## src/hw/rtl/mpfa_pkg.sv

```systemverilog
// Package for the modular prime field ALU: operation codes and the packed
// control word between the sequencer and the remainder unit. No dependencies.
`timescale 1ns / 1ps
package mpfa_pkg;
  typedef enum logic [2:0] {
    OP_REDUCE   = 3'd0,
    OP_ADD      = 3'd1,
    OP_SUB      = 3'd2,
    OP_NEG      = 3'd3,
    OP_MUL      = 3'd4,
    OP_POW      = 3'd5,
    OP_INV      = 3'd6,
    OP_DIV      = 3'd7
  } op_t;

  typedef struct packed {
    logic start;
    logic busy;
    logic done;
  } rem_ctl_t;
endpackage

```

## src/hw/rtl/mpfa_rem.sv

```systemverilog
// Iterative remainder unit: one quotient bit per cycle (restoring division).
// Depends on mpfa_pkg for the control struct.
`timescale 1ns / 1ps
module mpfa_rem #(
  parameter int MW = 31,
  parameter int NW = 64
) (
  input  logic                clk,
  input  logic                rst,
  input  logic                start,
  input  logic [NW-1:0]       num,
  input  logic [MW-1:0]       modulus,
  output mpfa_pkg::rem_ctl_t  ctl,
  output logic [MW-1:0]       rem
);
  localparam int CW = $clog2(NW + 1);

  logic [NW-1:0] shift;
  logic [MW:0]   part;
  logic [CW-1:0] count;
  logic          busy;
  logic          done;
  logic [MW+1:0] trial;
  logic [MW:0]   part_next;

  always_comb begin
    trial = {part, shift[NW-1]} - {2'b00, modulus};
    if (!trial[MW+1]) begin
      part_next = trial[MW:0];
    end else begin
      part_next = {part[MW-1:0], shift[NW-1]};
    end
  end

  always_ff @(posedge clk) begin
    done <= 1'b0;
    if (rst) begin
      busy  <= 1'b0;
      count <= '0;
    end else if (start) begin
      busy  <= 1'b1;
      shift <= num;
      part  <= '0;
      count <= CW'(NW);
    end else if (busy) begin
      part  <= part_next;
      shift <= shift << 1;
      count <= count - 1'b1;
      if (count == CW'(1)) begin
        busy <= 1'b0;
        done <= 1'b1;
      end
    end
  end

  assign rem       = part[MW-1:0];
  assign ctl.start = start;
  assign ctl.busy  = busy;
  assign ctl.done  = done;

  a_done_after_busy: assert property (@(posedge clk) disable iff (rst)
    ctl.done |-> $past(busy)) else $error("remainder done without work");
  a_rem_below: assert property (@(posedge clk) disable iff (rst)
    ctl.done |-> ({1'b0, rem} < {1'b0, modulus})) else $error("remainder out of range");
  a_no_restart: assert property (@(posedge clk) disable iff (rst)
    busy |-> !start) else $error("restart while busy");
endmodule

```

## config.mk

```make
export PLATFORM = sky130hd
export DESIGN_NAME = mpfa_rem
export DESIGN_NICKNAME = d
export VERILOG_FILES = /design/src/hw/rtl/mpfa_pkg.sv /design/src/hw/rtl/mpfa_rem.sv
export SDC_FILE = /design/constraint.sdc
export NUM_CORES = 1
export LEC_CHECK = 0
export BUFFER_PORTS_ARGS = -buffer_cell sky130_fd_sc_hd__buf_4
export CORE_UTILIZATION = 40
export DETAILED_ROUTE_END_ITERATION = 8
export PLACE_DENSITY_LB_ADDON = 0.2
export SETUP_SLACK_MARGIN = 0.2
export SYNTH_ARGS = -nofsm -noshare
export SYNTH_HDL_FRONTEND = slang
export SYNTH_SLANG_ARGS = --single-unit
```

## constraint.sdc

```tcl
create_clock -name clk -period 6.1 [get_ports clk]
set_clock_uncertainty 0.2 [all_clocks]
set_input_delay 0.305 -clock clk [delete_from_list [all_inputs] [get_ports clk]]
set_output_delay 0.305 -clock clk [all_outputs]
set_load 0.005 [all_outputs]
```

==> metrics.csv, run 1 <==
metric;value;unit
Synth area leader;edfxtp_1;
Synth Area in Adders;0.06587;
number of global-route vias before repair;4680;
fmax;0.2355;GHz
CTS clk-pin slew, worst paths;0.08;ns
H-tree levels;3;
post-route insts no fill;902;
Final period util;0.6961;
Slew @ Worst Pin;1.011;ns
CTS Root Cell;clkbuf_16;
RSZ-0062 raised after global routing;false;
slowest cell on the critical path;nand2_2;
CP startpoint kind;flop;
Max Cap Violations;0;
WL met2;6305;um
initial core utilization;0.4123;
Die Height;130.2;um
mux contribution to synthesized area;0.1512;
syn_nets;718;
total number of vias;4534;
Seq cells post-synth;105;
CP endpoint kind;flop;
combinational family with the most area after synthesis;multiplexers;
Worst Path Required;6.01;ns
TritonCTS Buffers;9;
post-synthesis simple-gate area fraction;0.09385;
I/O pin cnt;132;
grt ovf;0;
Met3 Routed Length;1128;um
final wirelength;13460;um
Synth warnings;0;
Syn Area/Cell;11.22;um2
ANT nets after route;0;
multi-input logic area;3039;um2
Placed Cells;885;
leakage;3.297;nW
async set-reset flop share out of synthesis;0;
Period minus WS final;4.246;ns
top-count cell post-synth;edfxtp_1;
final setup margin;1.854;ns
register cell area after layout;3063;um2
final HPWL from detailed placement;9719;um
HP Class;primary input to flop;
fraction of layout cells with a size suffix above 1;0.3309;
status;complete, no violations;
drt first-iter violations;172;
DR vias/cell;5.027;
Setup TNS;0;ns
M1 wire length;5734;um
Top FF cell, synth;edfxtp_1;
std cell rows;46;
port buffer count;131;
die area;16950;um2
CTS tree;yes;
Slew HR;0.3234;
Arr. time, crit path;4.16;ns
post-synthesis xor/xnor area fraction;0.04531;
CP max stage delay;0.63;ns
worst-path cell chain;inv_1 -> ha_1 -> fa_1 -> nand2b_1 -> a21oi_1 -> o21bai_1 -> o21ai_1 -> a21o_1 -> mux2i_4 -> nand2_2 -> nor4_4 -> mux2_1;
GPL Wtd Cong;0.9137;
total power;2.040;mW
Diodes inserted;0;
worst vdd ir;0.0001518;V
clk_lat worst skew;0.35;ns
initial antenna violation count;0;
Avg WL per Cell;14.92;um
EDFF count, synth;96;
post-CTS resize count;0;
first drt pass iteration count;4;
Top Metal Used;met4;
Die Wd;130.2;um
synth-to-layout area growth;19.11;%
CP Max Fanout;32;
clk sinks;105;
Gate Count Post-Synth;586;
dpl ws;1.728;ns
Hold Fails Final Rpt;0;
top cells by area, synth;edfxtp_1, mux2_2, ha_1;
net count reported at finish;813;
Distinct cells, synth;58;
Final setup violation count;0;
post-synth top area share;0.4386;
DRC Markers;0;
gr usage total;0.1676;
sequential element share of the synthesized area;0.4660;
pwr/cell area;260.6;nW/um2
largest net degree at the start of global routing;65;
Filler cells;1484;
core area;15940;um2
pins over their slew limit;0;
clock tree buffer depth;2;
first-pass GRT wire length;21940;um
critical path type;flop to flop;
mapped cell area;6573;um2
Synth Area in Compound Gates;0.1045;
Synth top cells by count;edfxtp_1, mux2_2, nor2_1;
## state kept, by name, summed over array words and instances, names as in the netlist
signal  flops
shift      64
part       32
count       7
busy        1
done        1
## layout by cell type (no fill, tap or decap), drive strengths merged, types with 6 or more instances in the layout
cell type  instances
a21oi             36
xnor2             21
nand2b             7
nor2b              6
nor3               8
mux2i             26
a21o              10
clkbuf            10
dfxtp              9
o21ai             17
nor2              50
ha                33
buf              134
o21bai             6
mux2              64
nand3              7
nand2             33
edfxtp            96
inv               42
xor2              13
## final cells by class
class,count,area share
inverters,40,0.01918
repair buffers,135,0.1298
multi-input cells,390,0.3882
flip-flops and latches,105,0.3912
well taps,216,0.03452
clock inverters,6,0.007831
clock buffers,10,0.02925
## critical path: cells and delay by family (launching register included)
kind | cells | cell delay (ns)
DFF | 1 | 0.36
and+or+nand+nor | 3 | 1.27
AOI/OAI and AO/OA | 4 | 0.83
muxes | 2 | 0.70
adders and majority gates | 2 | 0.60
buffers and inverters | 1 | 0.05
## final timing paths
path	cells after the start	from	endpoint	slack, ns
setup / recovery	12	shift[63]$_DFFE_PP_	part[31]$_SDFFCE_PP0P_	1.85
hold / removal	2	num[0]	shift[0]$_SDFFCE_PN0P_	0.03
setup reg to reg	12	shift[63]$_DFFE_PP_	part[31]$_SDFFCE_PP0P_	1.85
hold reg to reg	2	count[1]$_SDFFE_PP0P_	count[1]$_SDFFE_PP0P_	0.30
## repair_timing
| action | CTS | global route |
|---|---|---|
| hold endpoints to repair | 1 | 0 |
| buffers inserted | 0 | 0 |
| hold buffers | 1 | 0 |
| setup endpoints to repair | 0 | 0 |
## power breakdown
group	switching [mW]	leakage, nW	internal (mW)
Clock	0.286	0.138	0.287
Combinational	0.291	2.16	0.281
Sequential	0.0321	0.997	0.863
## logic make-up (layout without fill, tap and decap cells)
logic type	after synthesis	count (layout)
XOR/XNOR	34	34
buffers and inverters	91	191
multiplexers	90	90
AND/OR/NAND/NOR	130	130
flip-flops	105	105
AO/OA/AOI/OAI	102	102
adder cells (fa/ha/maj)	34	34
## metal layers
layer | vias to the layer above | global-route usage
met3 | 21 | 0.06150
met2 | 142 | 0.2791
met4 | 0 | 0.06977
met5 | - | 0
met1 | 2097 | 0.1941
li1 | 2274 | -
## stage by stage
stage | instance area (um2) | hold slack, ns | utilization
final | 7829 | 0.03383 | 0.4911
after global routing | 7829 | 0.03147 | 0.4911
after CTS | 7829 | 0.01750 | 0.4911
after detailed placement | 7528 | 0.2929 | 0.4722
after global placement | 7528 | 0.2796 | 0.4722
after floorplan | 6576 | 0.1741 | -
Note: power is estimated with default switching activity, not from simulation.
==> run 2: changes to the inputs <==
--- a/config.mk
+++ b/config.mk
@@ -5,6 +5,7 @@
 export SDC_FILE = /design/constraint.sdc
 export NUM_CORES = 1
 export LEC_CHECK = 0
+export ABC_AREA = 1
 export BUFFER_PORTS_ARGS = -buffer_cell sky130_fd_sc_hd__buf_4
 export CORE_UTILIZATION = 40
 export DETAILED_ROUTE_END_ITERATION = 8
==> constraint.sdc (replaced) <==
create_clock -name clk -period 4.3 [get_ports clk]
set_clock_uncertainty 0.2 [all_clocks]
set_input_delay 0.215 -clock clk [delete_from_list [all_inputs] [get_ports clk]]
set_output_delay 0.215 -clock clk [all_outputs]
set_load 0.005 [all_outputs]
==> metrics.csv, run 2 <==
metric;value;unit;change
top cells by area, synth;edfxtp_1, nand2_1, inv_1;;
initial core utilization;0.4147;;+0.002432
number of global-route vias before repair;6401;;+37%
Setup TNS;0;ns;unchanged
Syn Area/Cell;6.803;um2;-39%
HP Class;primary input to flop;;
Gate Count Post-Synth;1110;;+89%
TritonCTS Buffers;9;;unchanged
status;complete, no violations;;
Final setup violation count;0;;unchanged
Hold Path Sink;part[0]$_SDFFCE_PP0P_;;
worst vdd ir;0.0001958;V;+29%
GPL Wtd Cong;0.9162;;+0.27%
core area;18210;um2;+14%
clk_lat worst skew;0.37;ns;+0.02 ns
mux contribution to synthesized area;0;;-0.1512
Seq cells post-synth;105;;unchanged
combinational family with the most area after synthesis;simple AND/OR/NAND/NOR gates;;
CP endpoint kind;flop;;
Largest register FFs;64;;unchanged
total power;3.049;mW;+49%
Fin Hold WS;0.1721;ns;+0.1383 ns
worst r2r src;shift[63]$_DFFE_PP_;;
clk sinks;105;;unchanged
Synth Area in Adders;0.05733;;-0.008535
Period minus WS final;3.047;ns;-1.199 ns
DR vias/cell;4.553;;-9.4%
Top FF cell, synth;edfxtp_1;;
M3 GR Usage;0.03579;;-0.02571
fraction of layout cells with a size suffix above 1;0.1287;;-0.2023
syn_nets;1242;;+73%
pwr/cell area;322.0;nW/um2;+24%
final HPWL from detailed placement;12990;um;+34%
Filler cells;1789;;+21%
critical path type;flop to flop;;
CP startpoint kind;flop;;
pins over their slew limit;0;;unchanged
commonest cells after routing, fill and taps aside;nand2_1, inv_1, buf_4;;
synth-to-layout area growth;25.40;%;
Final period util;0.7087;;+0.01262
first-pass GRT wire length;30530;um;+39%
CTS Root Cell;clkbuf_16;;
final wirelength;18580;um;+38%
clock tree buffer depth;2;;unchanged
Hold Fails Final Rpt;0;;unchanged
Placed Cells;1415;;+60%
Synth Area in Compound Gates;0.02154;;-0.08297
total number of vias;6811;;+50%
top flop regs;shift (64), part (32), count (7);;
gr usage total;0.1975;;+0.02996
CP Max Fanout;17;;-47%
H-tree levels;3;;unchanged
Worst Hold Launch;modulus[0];;
Worst Path Required;4.32;ns;-1.69 ns
post-route insts no fill;1496;;+66%
first drt pass iteration count;7;;+3
FF-to-FF End;part[18]$_SDFFCE_PP0P_;;
Diodes inserted;0;;unchanged
top-count cell post-synth;nand2_1;;
Slew HR;0.3378;;+0.01447
Die Height;139.4;um;+7.1%
dpl ws;1.276;ns;-0.4512 ns
I/O pin cnt;132;;unchanged
ANT nets after route;0;;unchanged
CTS tree;yes;;
CTS clk-pin slew, worst paths;0.09;ns;about the same
fmax;0.3282;GHz;+39%
grt ovf;0;;unchanged
post-synthesis xor/xnor area fraction;0.01856;;-0.02675
global-route met2 utilization;0.3311;;+0.05203
std cell rows;49;;+6.5%
Die Wd;139.4;um;+7.1%
EDFF count, synth;96;;unchanged
leakage;5.201;nW;+58%
mapped cell area;7551;um2;+15%
Synth top cells by count;nand2_1, inv_1, nor2_1;;
final setup margin;1.253;ns;-0.6013 ns
Synth warnings;0;;unchanged
port buffer count;131;;unchanged
Distinct cells, synth;33;;-43%
RSZ-0062 raised after global routing;false;;
drt first-iter violations;454;;+160%
most common cell after layout, fill and taps aside;nand2_1;;
Most Used Layer, Global Route;met2;;
die area;19430;um2;+15%
post-synthesis simple-gate area fraction;0.3476;;+0.2538
initial antenna violation count;0;;unchanged
DRC Markers;0;;unchanged
met1 GRT Util;0.2555;;+0.06136
net count reported at finish;1394;;+71%
largest net degree at the start of global routing;99;;+52%
Avg WL per Cell;12.42;um;-17%
Biggest register;shift;;
sequential element share of the synthesized area;0.4056;;-0.06039
post-synth top area share;0.3818;;-0.05683
Synth area leader;edfxtp_1;;
R2R cell count;17;;+5
Hold Path Cell Cnt;5;;+3
Slew @ Worst Pin;0.9932;ns;-0.01813 ns
reg-to-reg slack, setup;1.25;ns;-0.60 ns
async set-reset flop share out of synthesis;0;;unchanged
Max Cap Violations;0;;unchanged
Arr. time, crit path;3.07;ns;-1.09 ns
## run 2: metal layers
layer / wire, um / share of wire
met5: 0 / 0
met4: 281 / 0.015
met3: 995 / 0.054
met2: 8686 / 0.47
met1: 8621 / 0.46
## run 2: cells by family after synthesis
kind of cell | after synthesis
AOI/OAI and AO/OA | 30
xor gates and xnor gates | 16
DFF | 105
and+or+nand+nor | 666
buffers and inverters | 259
adders and majority gates | 34
## run 2: power by group
part,switching (mW),leakage [nW],internal (mW)
Combinational,0.527,4.04,0.370
Sequential,0.0397,1.00,1.22
Clock,0.469,0.152,0.424
## run 2: layout make-up
type / instances / area, um2 / area share
timing repair buffer: 201 / 1684 / 0.1779
multi-input combinational: 746 / 3372 / 0.3561
sequential: 105 / 3063 / 0.3235
tap: 229 / 286.5 / 0.03026
clock inverter: 7 / 91.34 / 0.009646
clock buffer: 9 / 225.2 / 0.02378
inverter: 199 / 747.0 / 0.07888
## run 2: metrics by stage
step	utilization	instance area [um2]
floorplan	-	7555
global placement	0.4669	8502
detailed placement	0.4669	8502
CTS	0.5200	9469
global route	0.5200	9469
finish	0.5200	9469
## run 2: what timing repair did
| action | in CTS | in global routing |
|---|---|---|
| hold endpoints to repair | 65 | 0 |
| hold buffers | 65 | 0 |
| gates resized for setup | 0 | 0 |
| buffers inserted | 0 | 0 |
| setup endpoints to repair | 0 | 0 |
## run 2: critical path, cell delays in order, from the launching register on
cell	delay [ns]
edfxtp_1	0.36
inv_1	0.05
ha_1	0.20
fa_1	0.41
inv_1	0.07
nand2_1	0.04
nand2_1	0.11
nand3_1	0.10
nand2_2	0.12
nand2_2	0.07
nand2_4	0.07
nand2_2	0.07
nand2_2	0.08
nand2_1	0.32
buf_4	0.35
nand3_1	0.10
nand2_1	0.06
nor2_1	0.13
## run 2: worst max path at each step
stage | start | endpoint | slack [ns] | depth (start not counted)
finish | shift[63]$_DFFE_PP_ | part[18]$_SDFFCE_PP0P_ | 1.25 | 17
global route | shift[63]$_DFFE_PP_ | part[18]$_SDFFCE_PP0P_ | 1.02 | 17
global placement | shift[63]$_DFFE_PP_ | part[18]$_SDFFCE_PP0P_ | 1.31 | 17
detailed placement | part[6]$_SDFFCE_PP0P_ | part[0]$_SDFFCE_PP0P_ | 1.28 | 14
floorplan | busy$_SDFF_PP0_ | part[0]$_SDFFCE_PP0P_ | 0.35 | 2
CTS | shift[63]$_DFFE_PP_ | part[18]$_SDFFCE_PP0P_ | 1.24 | 17
==> run 3: changes to the inputs <==
==> constraint.sdc (replaced) <==
create_clock -name clk -period 3.02 [get_ports clk]
set_clock_uncertainty 0.2 [all_clocks]
set_input_delay 0.151 -clock clk [delete_from_list [all_inputs] [get_ports clk]]
set_output_delay 0.151 -clock clk [all_outputs]
set_load 0.005 [all_outputs]
==> metrics.csv, run 3 (synthesis gave the netlist of run 2 again) <==
metric;value;unit;change
clk_lat worst skew;0.36;ns;about the same
sw frac;0.3284;;-0.01152
Comb power frac;0.296;;+0.002
CP endpoint kind;flop;;
worst-path cell chain;ha_1 -> nand2_1 -> inv_1 -> nand2_1 -> nand2_1 -> nand2_1 -> nand2_1 -> a21oi_2 -> nand2_2 -> nand2_2 -> nand2_2 -> buf_4 -> nor2_1 -> nor2_1;;
GPL Wtd Cong;0.9344;;+2.0%
grt ovf;0;;unchanged
Biggest register;shift;;
largest net degree at the start of global routing;69;;-30%
Final period util;0.8566;;+0.1479
Hold Fails Final Rpt;0;;unchanged
net count reported at finish;1401;;+0.50%
HP Class;primary input to flop;;
Slew @ Worst Pin;0.6336;ns;-0.3596 ns
Clk pwr share;0.298;;+0.005
ANT nets after route;0;;unchanged
Die Wd;139.4;um;unchanged
post-route insts no fill;1503;;+0.47%
core area;18210;um2;unchanged
initial core utilization;0.4147;;unchanged
most used cell, CP;nand2_1;;
Die Height;139.4;um;unchanged
final wirelength;18550;um;-0.18%
RSZ-0062 raised after global routing;false;;
Avg WL per Cell;12.34;um;-0.64%
Arr. time, crit path;2.50;ns;-0.57 ns
gr usage total;0.1913;;-0.006165
clk sinks;105;;unchanged
pwr/cell area;461.2;nW/um2;+43%
Setup TNS;0;ns;unchanged
initial antenna violation count;0;;unchanged
fmax;0.3866;GHz;+18%
Slew HR;0.5776;;+0.2398
synth-to-layout area growth;26.83;%;
top flop regs;shift (64), part (32), count (7);;
WL met2;8654;um;-0.37%
commonest cells after routing, fill and taps aside;nand2_1, inv_1, buf_4;;
Met3 Routed Length;934;um;-6.1%
CP max stage delay;0.44;ns;+0.03 ns
CP Max Fanout;12;;-5
M1 wire length;8609;um;-0.14%
Placed Cells;1421;;+0.42%
Final Core Density;0.5259;;+0.005910
I/O pin cnt;132;;unchanged
Period minus WS final;2.587;ns;-0.4604 ns
std cell rows;49;;unchanged
total number of vias;6826;;+0.22%
first drt pass iteration count;5;;-2
CTS clk-pin slew, worst paths;0.08;ns;about the same
Filler cells;1770;;-1.1%
fraction of layout cells with a size suffix above 1;0.1358;;+0.007142
number of global-route vias before repair;6280;;-1.9%
slowest cell on the critical path;edfxtp_1;;
final HPWL from detailed placement;13140;um;+1.2%
Max Cap Violations;0;;unchanged
DR vias/cell;4.542;;-0.25%
CTS Root Cell;clkbuf_16;;
Post-CTS Setup Inserts;0;;unchanged
Top Metal Used;met4;;
drt first-iter violations;402;;-11%
clock tree buffer depth;2;;unchanged
H-tree levels;3;;unchanged
CTS tree;yes;;
die area;19430;um2;unchanged
CP startpoint kind;flop;;
port buffer count;131;;unchanged
Flop pwr share;0.406;;-0.007
Largest delay share family, worst path;simple AND/OR/NAND/NOR gates;;
Diodes inserted;0;;unchanged
Largest register FFs;64;;unchanged
first-pass GRT wire length;29960;um;-1.9%
Sw Pwr;1.451;mW;+40%
worst vdd ir;0.0002879;V;+47%
TritonCTS Buffers;9;;unchanged
status;complete, no violations;;
Final setup violation count;0;;unchanged
critical path type;flop to flop;;
DRC Markers;0;;unchanged
leakage;5.254;nW;+1.0%
most common cell after layout, fill and taps aside;nand2_1;;
Worst Path Required;2.93;ns;-1.39 ns
pins over their slew limit;0;;unchanged
internal power;2.966;mW;+47%
worst path bufs/invs;2;;-1
## run 3: changes by cell type in the layout (fill, tap and decap cells not counted), sizes merged
| cell | change |
|---|---|
| buf | +6 |
| inv | -2 |
| clkinv | +1 |
| clkbuf | +1 |
| bufinv | +1 |
## run 3: area by class of cell
class | count | area (um2) | share of cell area
well taps | 229 | 286.5 | 0.02992
multi-input cells | 746 | 3382 | 0.3531
clock inverters | 7 | 117.6 | 0.01228
clock buffers | 9 | 225.2 | 0.02352
repair buffers | 208 | 1755 | 0.1833
flip-flops and latches | 105 | 3063 | 0.3198
inverters | 199 | 747.0 | 0.07800
## run 3: per-stage QoR
stage,hold WS (ns),setup slack (ns),power (mW),area [um2]
6_report,0.1321,0.4331,4.417,9577
3_3_place_gp,0.2110,0.3909,3.034,8547
4_1_cts,0.1271,0.3122,4.432,9540
3_5_place_dp,0.2233,0.3246,3.046,8547
2_1_floorplan,0.1153,0.2439,2.708,7562
5_1_grt,0.1749,0.2084,4.688,9577
## run 3: path summary, 6_finish.rpt
| kind | start | end | slack (ns) | cells past startpoint |
|---|---|---|---|---|
| max | part[17]$_SDFFCE_PP0P_ | part[21]$_SDFFCE_PP0P_ | 0.43 | 14 |
| max reg2reg | part[17]$_SDFFCE_PP0P_ | part[21]$_SDFFCE_PP0P_ | 0.43 | 14 |
| min | modulus[0] | part[0]$_SDFFCE_PP0P_ | 0.13 | 5 |
| min reg2reg | count[1]$_SDFFE_PP0P_ | count[1]$_SDFFE_PP0P_ | 0.31 | 2 |
## run 3: routing by layer
metal	track usage	vias up
met4	0.06082	0
li1	-	3641
met5	0	-
met3	0.03992	20
met2	0.3190	167
met1	0.2476	2998
## run 3: power by group through the flow
stage / registers (mW) / clock network [mW] / logic [mW]
6_report: 1.80 / 1.32 / 1.31
3_3_place_gp: 1.82 / 0 / 1.21
2_1_floorplan: 1.81 / 0 / 0.896
5_1_grt: 1.81 / 1.39 / 1.49
3_5_place_dp: 1.83 / 0 / 1.22
4_1_cts: 1.80 / 1.34 / 1.29
## run 3: timing repair
item | in CTS | in global routing
setup endpoints to repair | 0 | 28
gates resized for setup | 0 | 9
hold buffers | 65 | 0
endpoints found under the hold margin | 66 | 0
## run 3: worst register-to-register path, delay by kind of cell (launching register included)
family | cells | cell delay [ns]
AND/OR/NAND/NOR | 10 | 0.89
flip-flops | 1 | 0.44
buffers and inverters | 2 | 0.23
adder cells (fa/ha/maj) | 1 | 0.36
AO/OA/AOI/OAI | 1 | 0.23
